<file path="config.mk">
export PLATFORM = sky130hd
export DESIGN_NAME = flash_record_validator
export DESIGN_NICKNAME = d
export VERILOG_FILES = /design/src/rtl/fsv_pkg.sv /design/src/rtl/fsv_crc.sv /design/src/rtl/fsv_parser.sv /design/src/rtl/fsv_out_buf.sv /design/src/rtl/flash_record_validator.sv
export SDC_FILE = /design/constraint.sdc
export NUM_CORES = 1
export LEC_CHECK = 0
export BUFFER_PORTS_ARGS = -buffer_cell sky130_fd_sc_hd__buf_4
export CORE_MARGIN = 8
export CORE_UTILIZATION = 61
export CTS_CLUSTER_DIAMETER = 80
export DETAILED_ROUTE_END_ITERATION = 7
export GPL_TIMING_DRIVEN = 0
export PLACE_DENSITY_LB_ADDON = 0.12
export SETUP_SLACK_MARGIN = 0.3
export SLEW_MARGIN = 20
export SYNTH_ARGS = -nofsm -noshare
export SYNTH_HDL_FRONTEND = slang
export SYNTH_HIERARCHICAL = 1
export SYNTH_SLANG_ARGS = --single-unit
</file>
<file path="constraint.sdc">
create_clock -name clk -period 8.4 [get_ports clk]
set_input_delay 0.42 -clock clk [delete_from_list [all_inputs] [get_ports clk]]
set_output_delay 0.42 -clock clk [all_outputs]
set_load 0.05 [all_outputs]
</file>
<file path="src/rtl/fsv_pkg.sv">
// Shared constants, status codes and the result item type for the flash
// record validator. No dependencies; every other file imports this package.
`default_nettype none

package fsv_pkg;

  // Record layout
  localparam int HEADER_BYTES  = 8;
  localparam int ENTRY_BYTES   = 32;
  localparam int COUNT_POS     = 4;   // first rule count byte in the header
  localparam int CRC_POS       = 6;   // first stored CRC byte in the header

  // Limit register
  localparam int LIMIT_W       = 10;
  localparam int MAX_LIMIT     = (1 << LIMIT_W) - 1;
  localparam logic [LIMIT_W-1:0] LIMIT_RESET = LIMIT_W'(100);

  // Byte position must reach the end of the longest accepted record
  localparam int MAX_TOTAL     = HEADER_BYTES + MAX_LIMIT * ENTRY_BYTES;
  localparam int POS_W         = $clog2(MAX_TOTAL + 1);

  // CRC-16/MODBUS, reflected form
  localparam logic [15:0] CRC_INIT = 16'hFFFF;
  localparam logic [15:0] CRC_POLY = 16'hA001;

  typedef enum logic [1:0] {
    STATUS_VALID   = 2'd0,
    STATUS_LIMIT   = 2'd1,
    STATUS_CRC_BAD = 2'd2
  } status_t;

  typedef struct packed {
    status_t     status;
    logic [31:0] sequence_number;
    logic [15:0] entry_count;
  } fsv_result_t;

endpackage

`default_nettype wire

</file>
<file path="src/rtl/fsv_crc.sv">
// One-byte CRC-16/MODBUS update, purely combinational.
// Depends on fsv_pkg for the polynomial.
`default_nettype none

module fsv_crc (
  input  wire logic [15:0] crc_in,
  input  wire logic [7:0]  data_in,
  output logic      [15:0] crc_out
);
  import fsv_pkg::*;

  logic [15:0] c;

  // Fold the byte in, then shift out eight bits
  always_comb begin
    c = crc_in ^ {8'h00, data_in};
    for (int k = 0; k < 8; k++) begin
      if (c[0]) begin
        c = (c >> 1) ^ CRC_POLY;
      end else begin
        c = c >> 1;
      end
    end
    crc_out = c;
  end

endmodule

`default_nettype wire

</file>
<file path="src/rtl/fsv_parser.sv">
// Record parser: byte position, header fields, running CRC and parse phase.
// Needs fsv_pkg, fsv_crc; result at record end or on an over-limit count.
`default_nettype none

module fsv_parser (
  input  wire logic                        clk,
  input  wire logic                        rst_n,
  input  wire logic                        take,
  input  wire logic [7:0]                  data_byte,
  input  wire logic                        record_start,
  input  wire logic [fsv_pkg::LIMIT_W-1:0] max_count,
  output logic                             res_push,
  output fsv_pkg::fsv_result_t             res
);
  import fsv_pkg::*;

  typedef enum logic [2:0] {
    PH_IDLE   = 3'b001,
    PH_HEADER = 3'b010,
    PH_DATA   = 3'b100
  } phase_t;

  phase_t             phase_r, phase_eff, phase_nxt;
  logic [POS_W-1:0]   pos_r, pos_eff, pos_nxt;
  logic [15:0]        crc_r, crc_eff, crc_nxt;
  logic [31:0]        seq_r, seq_eff, seq_nxt;
  logic [15:0]        count_r, count_eff, count_nxt;
  logic [15:0]        stored_r, stored_eff, stored_nxt;
  logic [7:0]         crc_data;
  logic [15:0]        crc_upd;
  logic [POS_W-1:0]   total;
  logic               push;
  status_t            status;

  // A start mark restarts the parse with this byte as header byte 0
  always_comb begin
    if (record_start) begin
      phase_eff  = PH_HEADER;
      pos_eff    = '0;
      crc_eff    = CRC_INIT;
      seq_eff    = '0;
      count_eff  = '0;
      stored_eff = '0;
    end else begin
      phase_eff  = phase_r;
      pos_eff    = pos_r;
      crc_eff    = crc_r;
      seq_eff    = seq_r;
      count_eff  = count_r;
      stored_eff = stored_r;
    end
  end

  // Stored CRC bytes enter the running CRC as zero
  assign crc_data = (phase_eff == PH_HEADER && pos_eff >= POS_W'(CRC_POS)) ? 8'h00 : data_byte;

  fsv_crc u_crc (
    .crc_in  (crc_eff),
    .data_in (crc_data),
    .crc_out (crc_upd)
  );

  // Record length; only counts within the limit reach the data phase
  assign total = POS_W'(HEADER_BYTES)
               + POS_W'(count_eff[LIMIT_W-1:0]) * POS_W'(ENTRY_BYTES);

  // Advance the parse by one byte
  always_comb begin
    phase_nxt  = phase_eff;
    pos_nxt    = pos_eff;
    crc_nxt    = crc_eff;
    seq_nxt    = seq_eff;
    count_nxt  = count_eff;
    stored_nxt = stored_eff;
    push       = 1'b0;
    status     = STATUS_VALID;
    unique case (phase_eff)
      PH_HEADER: begin
        if (pos_eff < POS_W'(COUNT_POS)) begin
          seq_nxt = {seq_eff[23:0], data_byte};
        end else if (pos_eff < POS_W'(CRC_POS)) begin
          count_nxt = {count_eff[7:0], data_byte};
        end else begin
          stored_nxt = {stored_eff[7:0], data_byte};
        end
        crc_nxt = crc_upd;
        pos_nxt = pos_eff + POS_W'(1);
        if (pos_nxt == POS_W'(HEADER_BYTES)) begin
          if (count_nxt > 16'(max_count)) begin
            push      = 1'b1;
            status    = STATUS_LIMIT;
            phase_nxt = PH_IDLE;
          end else if (count_nxt == 16'h0000) begin
            push      = 1'b1;
            status    = (crc_upd == stored_nxt) ? STATUS_VALID : STATUS_CRC_BAD;
            phase_nxt = PH_IDLE;
          end else begin
            phase_nxt = PH_DATA;
          end
        end
      end
      PH_DATA: begin
        crc_nxt = crc_upd;
        pos_nxt = pos_eff + POS_W'(1);
        if (pos_nxt >= total) begin
          push      = 1'b1;
          status    = (crc_upd == stored_eff) ? STATUS_VALID : STATUS_CRC_BAD;
          phase_nxt = PH_IDLE;
        end
      end
      PH_IDLE: begin
        // drop bytes until the next start mark
      end
      default: begin
        phase_nxt = PH_IDLE;
      end
    endcase
  end

  // Commit the step on an accepted item
  always_ff @(posedge clk) begin
    if (!rst_n) begin
      phase_r  <= PH_IDLE;
      pos_r    <= '0;
      crc_r    <= CRC_INIT;
      seq_r    <= '0;
      count_r  <= '0;
      stored_r <= '0;
    end else if (take) begin
      phase_r  <= phase_nxt;
      pos_r    <= pos_nxt;
      crc_r    <= crc_nxt;
      seq_r    <= seq_nxt;
      count_r  <= count_nxt;
      stored_r <= stored_nxt;
    end
  end

  assign res_push            = take && push;
  assign res.status          = status;
  assign res.sequence_number = seq_nxt;
  assign res.entry_count     = count_nxt;

endmodule

`default_nettype wire

</file>
<file path="src/rtl/fsv_out_buf.sv">
// Result register with a one-entry skid stage behind it.
// Depends on fsv_pkg for the result item type.
`default_nettype none

module fsv_out_buf (
  input  wire logic                 clk,
  input  wire logic                 rst_n,
  input  wire logic                 push,
  input  wire fsv_pkg::fsv_result_t push_data,
  input  wire logic                 out_stall,
  output logic                      out_valid,
  output fsv_pkg::fsv_result_t      out_data,
  output logic                      full
);
  import fsv_pkg::*;

  logic        main_v_r, skid_v_r;
  fsv_result_t main_d_r, skid_d_r;
  logic        pop;

  assign pop = main_v_r && !out_stall;

  // Valid bits: the skid only fills while the result register is stalled
  always_ff @(posedge clk) begin
    if (!rst_n) begin
      main_v_r <= 1'b0;
      skid_v_r <= 1'b0;
    end else if (skid_v_r) begin
      if (pop) begin
        skid_v_r <= 1'b0;
      end
    end else if (push) begin
      if (main_v_r && !pop) begin
        skid_v_r <= 1'b1;
      end else begin
        main_v_r <= 1'b1;
      end
    end else if (pop) begin
      main_v_r <= 1'b0;
    end
  end

  // Payload moves with the valid bits
  always_ff @(posedge clk) begin
    if (skid_v_r) begin
      if (pop) begin
        main_d_r <= skid_d_r;
      end
    end else if (push) begin
      if (main_v_r && !pop) begin
        skid_d_r <= push_data;
      end else begin
        main_d_r <= push_data;
      end
    end
  end

  assign out_valid = main_v_r;
  assign out_data  = main_d_r;
  assign full      = skid_v_r;

endmodule

`default_nettype wire

</file>
<file path="src/rtl/flash_record_validator.sv">
// Top level of the flash record validator: limit register, parser, output buffer.
// Depends on fsv_pkg, fsv_parser (with fsv_crc) and fsv_out_buf.
//
//   channel  ports                                         direction  handshake
//   in       in_data_byte, in_record_start                 input      in_valid / in_stall
//   out      out_status, out_sequence_number, out_entry_count  output  out_valid / out_stall
//   cfg      cfg_max_entry_count                           input      cfg_valid / cfg_ready
//
// One byte is taken every cycle while in_stall is low; the parser updates CRC and header state in a
// single step, and a result item is registered in the result register or its skid stage.
// in_stall rises only when the result register and its skid stage both hold items.
// Reset (rst_n low at a clock edge) sets the limit to 100 and the parser idle.
// cfg_ready is always high; a write takes effect at the edge that accepts it.
`default_nettype none

module flash_record_validator (
  input  wire logic                        clk,
  input  wire logic                        rst_n,
  input  wire logic                        in_valid,
  output logic                             in_stall,
  input  wire logic [7:0]                  in_data_byte,
  input  wire logic                        in_record_start,
  output logic                             out_valid,
  input  wire logic                        out_stall,
  output logic [1:0]                       out_status,
  output logic [31:0]                      out_sequence_number,
  output logic [15:0]                      out_entry_count,
  input  wire logic                        cfg_valid,
  output logic                             cfg_ready,
  input  wire logic [fsv_pkg::LIMIT_W-1:0] cfg_max_entry_count
);
  import fsv_pkg::*;

  logic [LIMIT_W-1:0] max_count_r;
  logic               take;
  logic               res_push;
  logic               buf_full;
  fsv_result_t        res;
  fsv_result_t        out_data;

  assign cfg_ready = 1'b1;

  // Hold the rule count limit
  always_ff @(posedge clk) begin
    if (!rst_n) begin
      max_count_r <= LIMIT_RESET;
    end else if (cfg_valid && cfg_ready) begin
      max_count_r <= cfg_max_entry_count;
    end
  end

  assign in_stall = buf_full;
  assign take     = in_valid && !in_stall;

  fsv_parser u_parser (
    .clk          (clk),
    .rst_n        (rst_n),
    .take         (take),
    .data_byte    (in_data_byte),
    .record_start (in_record_start),
    .max_count    (max_count_r),
    .res_push     (res_push),
    .res          (res)
  );

  fsv_out_buf u_out_buf (
    .clk       (clk),
    .rst_n     (rst_n),
    .push      (res_push),
    .push_data (res),
    .out_stall (out_stall),
    .out_valid (out_valid),
    .out_data  (out_data),
    .full      (buf_full)
  );

  assign out_status          = out_data.status;
  assign out_sequence_number = out_data.sequence_number;
  assign out_entry_count     = out_data.entry_count;

`ifndef SYNTHESIS
  // Skid stage never holds an item without the result register holding one
  a_skid_behind_main: assert property (@(posedge clk) disable iff (!rst_n)
    buf_full |-> out_valid)
    else $error("skid stage full while result register empty");

  // Input stalls only after the output was stalled with an item waiting
  a_stall_cause: assert property (@(posedge clk) disable iff (!rst_n)
    $rose(in_stall) |-> $past(out_valid && out_stall))
    else $error("input stall without output back-pressure");

  // Reported status is always one of the defined codes
  a_status_code: assert property (@(posedge clk) disable iff (!rst_n)
    out_valid |-> (out_status != 2'd3))
    else $error("undefined status code on output");

  // A result pushed while the output is stalled and full lands in the skid
  a_push_kept: assert property (@(posedge clk) disable iff (!rst_n)
    (res_push && out_valid && out_stall) |=> buf_full)
    else $error("result item lost while output stalled");
`endif

endmodule

`default_nettype wire

</file>
# Word-level counts from Yosys, hierarchy flattened
# Cells that the tools add are included.
# totals
reg_bits	210
# op_classes
eq_ne	9
n_lt_le_gt_ge	5
addsub	2
reduce_logical	15
bitwise	10
n_mux	55
# op_table
operator	n
$mux 16	20
$mux 50	4
$mux 32	3
$eq 16x16->1	2
$lt 15x3->1 const B	2
$mux 15	2
$not 2->3	8
$gt 16x10->1	1
$logic_not 16->1	1
$xor 16x8->16	1
$add 15x1->15 const B	1
$add 4x15->15 const A	1
$eq 15x4->1 const B	1
$ge 15x15->1	1
$ge 15x3->1 const B	1
$mux 3	5
$mux 2	6
$mux 1	11
$pmux 3 s3	1
$reduce_and 3->1	3
$mux 8	1
$logic_and 1x1->1	5
$ne 2x2->1 const B	2
$pmux 2 s2	1
9 further kinds	12

# Logic depth before layout (Yosys ltp)
# Gate-level depths: netlist of the first run.
# logic_depth
word_depth	30
ltp_mapped	21
mapped_depth_nobuf	17

# Hierarchy
# Netlist of the first run, hierarchy kept.
# modules_own_cells
module	area_per_inst_um2	instances	cells_each	seq_area_each_um2
fsv_parser	6771.5	1	891	1961.9
fsv_out_buf	3948.8	1	169	3042.9
flash_record_validator	387.9	1	35	200.2
fsv_crc	284.0	1	29	0.0

# Least setup slack after synthesis of the first run
# No wires, ideal clock.
# synth_path
kind	input-to-reg
start	input port in_record_start
end	register u_out_buf.main_d_r (netlist bit u_out_buf/out_data[0]), enable pin
required_ns	7.929
stages	20
path_buffers	6
arrival_time_ns	6.025
setup_time_ns	0.471
setup_slack_ns	1.904
path_cell_list	buf_2 buf_2 buf_2 buf_2 clkbuf_1 nor2b_1 ha_1 clkbuf_1 nand3_1 nor4_1 mux2_2 ha_1 and4_1 nand4_1 nor3_1 o21bai_1 a21oi_1 a21oi_1 nand2b_1 a21boi_1
# synth_between
elab_chain_cells	13
elab_cells_between_ends	24
# synth_lines
item	line_no	rtl
start: declaration	flash_record_validator.sv:22	input wire logic in_record_start,
branches (longest 9 deep; another with $gt 16x10->1)	n/a	
$pmux 1 s2 *	fsv_parser.sv:77	unique case (phase_eff)
$logic_and 1x1->1 *	fsv_parser.sv:139	assign res_push = take && push;
via res_push	flash_record_validator.sv:36	logic res_push;
$reduce_bool 2->1 (no line) *	n/a	
$reduce_and 3->1 (no line) *	n/a	
end signal: assignment	fsv_out_buf.sv:47	main_d_r <= skid_d_r;
end signal: assignment	fsv_out_buf.sv:53	main_d_r <= push_data;
end: declaration	fsv_out_buf.sv:18	fsv_result_t main_d_r, skid_d_r;
# Mark *: on every way through the listed nets, which the timed path passes. The select of a mux whose other input is x is not followed.
# A chain may end at the register's enable or synchronous reset.

# Worst setup path after layout of the first run
# layout_path
start	input port in_record_start
end	register u_out_buf/skid_d_r[22] (netlist bit), enable pin
# layout_between
elab_chain_cells	12
elab_cells_between_ends	23
# layout_lines
item	line_no	rtl
branches (longest 9 deep; another with $gt 16x10->1)	n/a	
$pmux 1 s2 *	fsv_parser.sv:77	
$logic_and 1x1->1 *	fsv_parser.sv:139	
via res_push	flash_record_validator.sv:36	
$reduce_and 3->1 (no line) *	n/a	
end signal: assignment	fsv_out_buf.sv:51	skid_d_r <= push_data;
end: declaration	fsv_out_buf.sv:18	
# Marked as above.

==> results of run 1 <==
## final cells by class
class	instances	area, µm²
multi-input cells	801	5600
clock buffers	31	606
inverters	26	97.6
well taps	234	293
plain buffers	87	509
fillers	1397	5510
flip-flops and latches	210	5200
repair buffers	76	623
clock inverters	9	73.8
## synthesized netlist by cell type, types with 12 or more instances
| cell | n | share of area (%) |
|---|---|---|
| edfxtp_1 | 100 | 26 |
| xnor2_1 | 33 | 2.5 |
| clkbuf_1 | 36 | 1.2 |
| nand2_1 | 163 | 5.4 |
| buf_2 | 17 | 0.75 |
| buf_1 | 12 | 0.40 |
| a21oi_1 | 62 | 2.7 |
| o21ai_0 | 22 | 0.97 |
| ha_1 | 21 | 2.3 |
| nor3_1 | 13 | 0.57 |
| or2_2 | 16 | 0.88 |
| mux2i_1 | 64 | 5.6 |
| a31oi_1 | 15 | 0.82 |
| nand3_1 | 28 | 1.2 |
| nor2b_1 | 27 | 1.5 |
| inv_1 | 25 | 0.82 |
| nor2_1 | 93 | 3.1 |
| mux2_2 | 15 | 1.5 |
| nand4_1 | 12 | 0.66 |
| mux2_4 | 47 | 6.2 |
| dfxtp_1 | 110 | 19 |
| a22oi_1 | 17 | 1.1 |
## per-layer routing
metal,track usage (%),vias to the layer above,wire [µm]
li1,-,4214,-
met1,31.4,4172,12600
met2,39.1,363,13300
met3,4.65,69,2190
met4,8.86,0,836
met5,0,-,0
## worst register-to-register path, cell delays in order, from the launching register on
cell	delay, ns
dfxtp_1	0.30
clkbuf_1	0.32
nor4_4	0.09
nand4_2	0.17
buf_2	0.31
nand3_1	0.25
and2_1	0.28
xor2_1	0.19
xnor2_1	0.65
xnor2_2	0.22
xnor3_1	0.30
clkbuf_1	0.34
a31o_1	0.22
a32oi_1	0.11
nor4_2	0.34
nand4_1	0.16
nor3_1	0.36
o31ai_1	0.20
mux2_4	0.30
## power by group
| part | internal, mW | switching [mW] | leakage, nW | total (mW) |
|---|---|---|---|---|
| registers | 1.08 | 0.00834 | 1.67 | 1.09 |
| clock network | 0.535 | 0.388 | 0.330 | 0.923 |
| logic | 0.0978 | 0.165 | 2.68 | 0.263 |
## cell families after synthesis
| group | Yosys count | synth area share, % |
|---|---|---|
| flip-flops | 210 | 45.7 |
| XOR/XNOR | 48 | 4.01 |
| multiplexers | 126 | 13.3 |
| AND/OR/NAND/NOR | 408 | 17.6 |
| AO/OA/AOI/OAI | 197 | 11.8 |
| other | 1 | 0.0329 |
| buffers and inverters | 113 | 5.33 |
| adder cells (fa/ha/maj) | 21 | 2.31 |
## state kept, by name, indices dropped and copies added, names as in the netlist
name	cells
u_parser/seq_r	32
u_parser/phase_r	3
u_parser/pos_r	15
u_parser/stored_r	16
u_parser/count_r	16
u_out_buf/full	1
u_parser/crc_r	16
u_out_buf/skid_d_r	50
max_count_r	10
u_out_buf/out_valid	1
u_out_buf/out_data	50
## stage by stage
step | total power [mW] | area, µm²
floorplan | 1.29 | 11400
global placement | 1.36 | 12200
detailed placement | 1.37 | 12300
CTS | 2.28 | 13000
global route | 2.35 | 13000
finish | 2.27 | 13000
## worst paths after layout
kind / end / slack (ns) / depth (start not counted) / start
max: u_out_buf/skid_d_r[22] / 2.65 / 22 / in_record_start
min: max_count_r[6] / 0.13 / 3 / cfg_max_entry_count[6]
max reg2reg: u_out_buf/out_data[49] / 3.05 / 18 / u_parser/pos_r[11]
min reg2reg: u_parser/crc_r[13] / 0.46 / 2 / u_parser/crc_r[13]
==> flow_metrics.env, run 1 <==
export IMPL_status="finished clean"
export IMPL_worst_ep_arrival_time_ns=5.94
export IMPL_htree_levels=1
export IMPL_vias_per_cell=5.98
export IMPL_drtIter0Drc=754
export IMPL_drt_pass1_iter_count=6
export IMPL_start_kind="input port"
export IMPL_routedWlPerCell_um=19.7
export IMPL_fin_nets=1269
export IMPL_n_antenna_cell=0
export IMPL_grt_pass1_vias=8411
export IMPL_crit_buf_inv=8
export IMPL_max_freq_ghz=0.174
export IMPL_ys_flop_type="dfxtp_1"
export IMPL_port_buffer_count=73
export IMPL_setup_viol=0
export IMPL_slew_viol_final=0
export IMPL_cts_tree="yes"
export IMPL_critPathKind="input port to flip-flop"
export IMPL_power_density_nw_per_um2=175
export IMPL_die_x_um=153
export IMPL_clock_sinks=210
export IMPL_hold_viol_final=0
export IMPL_grt_pass1_wl_um=45600
export IMPL_place_hpwl_um=21300
export IMPL_endpoint_kind="flip-flop"
export IMPL_synth_edf_count=100
export IMPL_hold_slack_ns=0.129
export IMPL_path_clk_slew_ns=0.06
export IMPL_fin_crit_ns=5.75
export IMPL_post_cts_buffers=0
export IMPL_final_setup_tns_ns=0
export IMPL_place_ws_ns=2.25
export IMPL_die_y_um=153
export IMPL_final_common_cell="nand2_1"
export IMPL_gp_congestion=0.939
export IMPL_cp_slowest_cell="nor2_4"
export IMPL_worst_slew_pin_transition_ns=0.828
export IMPL_num_io_pins=77
export IMPL_drt_total_wl_um=29000
export IMPL_syn_inst=1124
export IMPL_cts_hold_buf=0
export IMPL_crit_top_cell="buf_2"
export IMPL_rsz0062_at_grt="false"
export IMPL_cts_buffers=22
export IMPL_placed_cells=1434
export IMPL_cp_top_family="buffers and inverters"
export IMPL_initial_utilization_pct=61.5
export IMPL_most_common_layout_cells="163 x nand2_1, 110 x dfxtp_1, 100 x edfxtp_1"
export IMPL_track_usage_pct=24.1
export IMPL_clk_path_buf_depth=3
export IMPL_synth_warnings=6
export IMPL_instances_no_fill=1474
export IMPL_relSlewSlack_pct=44.6
export IMPL_maxCapViolations=0
export IMPL_ir_drop_v=0.000160
export IMPL_antenna_left=0
export IMPL_area_delta_synth_final_pct=14.2
export IMPL_clock_latency_ns=0.51
export IMPL_crit_fanout=29
export IMPL_die_area_um2=23300
export IMPL_synthDistinctLibCells=80
export IMPL_dr_total_vias=8818
export IMPL_drive_gt1_share_pct=20.3
export IMPL_syn_nets=1169
export IMPL_worstPathCellList="buf_4 -> buf_2 -> buf_2 -> buf_2 -> buf_2 -> clkbuf_1 -> nor2b_1 -> ha_1 -> clkbuf_1 -> nand3_1 -> nor4_1 -> mux2_2 -> ha_1 -> and4_1 -> nand4_1 -> nor3_1 -> o21bai_1 -> a21oi_1 -> a21oi_1 -> nand2b_1 -> nor2_4 -> buf_12"
export IMPL_timing_final_crit_share_pct=68.4
export IMPL_drc=0
export IMPL_syn_area_um2=11400
export IMPL_ys_seq_area_share_pct=45.7
export IMPL_timing_final_ws_setup_ns=2.65
export IMPL_p_leak_nw=4.68
export IMPL_crit_path_max_incr_delay_ns=0.60
export IMPL_cts_root_buf="clkbuf_16"
export IMPL_grt_overflow=0
export IMPL_skew_ns=0.0202
export IMPL_antenna_found_initial=0
export IMPL_avgSynthCellArea_um2=10.1
export IMPL_hold_class="input port to flip-flop"
export IMPL_coreArea_um2=18500
export IMPL_synth_seq_cells=210
export IMPL_rows=50
export IMPL_ctsResizeCount=0
export IMPL_crit_required_ns=8.59
export IMPL_ys_async_sr_fraction_pct=0
export IMPL_fin_util_pct=70.2
export IMPL_grt_start_max_net_pins=30
No activity file was read; power rests on OpenSTA's default activity.
==> run 2: changes to the inputs <==
==> constraint.sdc (replaced) <==
create_clock -name clk -period 5.3 [get_ports clk]
set_input_delay 0.265 -clock clk [delete_from_list [all_inputs] [get_ports clk]]
set_output_delay 0.265 -clock clk [all_outputs]
set_load 0.05 [all_outputs]
==> flow_metrics.env, run 2 (synthesis results as in run 1) <==
export IMPL_status="finished clean"
export IMPL_path_clk_slew_ns=0.06
export IMPL_global_route_usage_met3_pct=4.31
export IMPL_clock_sinks=210
export IMPL_drtIter0Drc=786
export IMPL_num_io_pins=77
export IMPL_die_x_um=153
export IMPL_routedWlPerCell_um=19.9
export IMPL_hold_class="input port to flip-flop"
export IMPL_met1_usage_pct=32.6
export IMPL_relSlewSlack_pct=45.0
export IMPL_die_area_um2=23300
export IMPL_fillers=1439
export IMPL_rr_endpoint="u_out_buf/out_data[49]"
export IMPL_most_common_layout_cells="163 x nand2_1, 110 x dfxtp_1, 100 x edfxtp_1"
export IMPL_fin_crit_ns=4.88
export IMPL_place_hpwl_um=21300
export IMPL_grt_overflow=0
export IMPL_initial_utilization_pct=61.5
export IMPL_cts_buffers=23
export IMPL_ir_drop_v=0.000219
export IMPL_drt_total_wl_um=29600
export IMPL_port_buffer_count=73
export IMPL_critPathKind="flip-flop to flip-flop"
export IMPL_drt_pass1_iter_count=5
export IMPL_timing_final_crit_share_pct=92.0
export IMPL_max_freq_ghz=0.205
export IMPL_vias_per_cell=5.98
export IMPL_hold_depth=3
export IMPL_n_antenna_cell=0
export IMPL_worst_slew_pin_transition_ns=0.819
export IMPL_power_mw=3.62
export IMPL_worstPathCellList="buf_2 -> nor3b_1 -> nand3_1 -> and2_1 -> xnor2_2 -> xor2_2 -> xnor2_1 -> xnor3_1 -> clkbuf_2 -> a21oi_1 -> a32oi_1 -> nor4_2 -> nand4_1 -> nor3_2 -> o31ai_1 -> mux2_4"
export IMPL_rr_worst_depth=16
export IMPL_cts_root_buf="clkbuf_16"
export IMPL_grt_met2_usage_pct=39.5
export IMPL_skew_ns=0.0214
export IMPL_power_density_nw_per_um2=273
export IMPL_crit_path_max_incr_delay_ns=0.59
export IMPL_drive_gt1_share_pct=22.4
export IMPL_drc=0
export IMPL_coreArea_um2=18500
export IMPL_placed_cell_area_um2=12400
export IMPL_slew_viol_final=0
export IMPL_cp_slowest_cell="nor3b_1"
export IMPL_r2r_setup_slack_ns=0.42
export IMPL_antenna_found_initial=0
export IMPL_postLayoutCellArea_um2=13300
export IMPL_crit_required_ns=5.56
export IMPL_grt_pass1_wl_um=46100
export IMPL_antenna_left=0
export IMPL_dr_total_vias=8885
export IMPL_clk_path_buf_depth=3
export IMPL_cts_tree="yes"
export IMPL_grt_start_max_net_pins=25
export IMPL_final_common_cell="nand2_1"
export IMPL_endpoint_kind="flip-flop"
export IMPL_gp_congestion=0.936
export IMPL_clock_latency_ns=0.51
export IMPL_rr_startpoint="u_parser/phase_r[1]"
export IMPL_maxCapViolations=0
export IMPL_start_kind="flip-flop"
export IMPL_die_y_um=153
export IMPL_rsz0062_at_grt="true"
export IMPL_area_delta_synth_final_pct=16.4
export IMPL_grt_pass1_vias=8325
export IMPL_min_to="max_count_r[1]"
export IMPL_hold_viol_final=0
export IMPL_worst_ep_arrival_time_ns=5.14
export IMPL_p_leak_nw=4.81
export IMPL_rows=50
export IMPL_crit_fanout=8
export IMPL_worstHoldStart="cfg_max_entry_count[1]"
export IMPL_htree_levels=1
export IMPL_track_usage_pct=24.5
export IMPL_top_usage_layer="met2"
export IMPL_fin_nets=1281
export IMPL_setup_viol=0
==> run 2: worst max path at each step <==
stage,from,end,slack [ns]
6_report,u_parser/phase_r[1],u_out_buf/out_data[49],0.42
5_1_grt,u_parser/pos_r[12],u_out_buf/out_data[49],0.23
4_1_cts,u_parser/pos_r[2],u_out_buf/out_data[49],0.17
3_5_place_dp,in_record_start,u_out_buf/out_data[49],-0.68
3_3_place_gp,in_record_start,u_out_buf/out_data[40],-1.05
2_1_floorplan,in_record_start,u_out_buf/out_data[0],0.35
==> run 2: worst max-delay path, delay by kind of cell (launching register included) <==
kind                   cells  cell delay (ns)
buffers and inverters      2             0.37
AND/OR/NAND/NOR            6             2.15
flip-flops                 1             0.31
XOR/XNOR                   4             1.04
AO/OA/AOI/OAI              3             0.43
multiplexers               1             0.31
==> run 2: area by class of cell <==
cell class | instances | area [µm²] | share of cell area (%)
Multi-Input combinational cell | 801 | 5720 | 43.1
Clock inverter | 12 | 66.3 | 0.500
Buffer | 87 | 531 | 4.00
Sequential cell | 210 | 5200 | 39.2
Clock buffer | 30 | 612 | 4.61
Tap cell | 234 | 293 | 2.21
Inverter | 26 | 97.6 | 0.736
Timing Repair Buffer | 87 | 741 | 5.58
==> run 2: metrics by stage <==
stage / hold WS, ns / std cells / utilization [%] / setup slack [ns] / setup TNS, ns
floorplan: 0.393 / 1124 / - / 0.347 / 0
global placement: 0.442 / 1431 / 66.2 / -1.05 / -93.90
detailed placement: 0.448 / 1435 / 66.8 / -0.678 / -45.84
CTS: 0.00683 / 1482 / 70.9 / 0.165 / 0
global route: 0.0251 / 1487 / 71.6 / 0.231 / 0
finish: 0.0192 / 1487 / 71.6 / 0.423 / 0
==> run 2: per-layer routing <==
| layer | vias to the layer above | part of all wire (%) |
|---|---|---|
| met1 | 4229 | 43 |
| met2 | 365 | 46 |
| li1 | 4228 | - |
| met3 | 63 | 8.1 |
| met4 | 0 | 3.0 |
| met5 | - | 0 |
==> run 2: power breakdown <==
part	total (mW)	switching [mW]	leakage, nW	internal (mW)
Clock	1.44	0.624	0.326	0.815
Sequential	1.72	0.0133	1.67	1.71
Combinational	0.461	0.282	2.82	0.179
Total	3.62	0.920	4.81	2.70
==> run 2: timing repair <==
item,4_1_cts,5_1_grt
hold endpoints to repair,3,0
hold buffers,3,0
pin swaps,2,5
buffers inserted,2,5
gates resized for setup,10,21
endpoints found under the setup margin,102,102
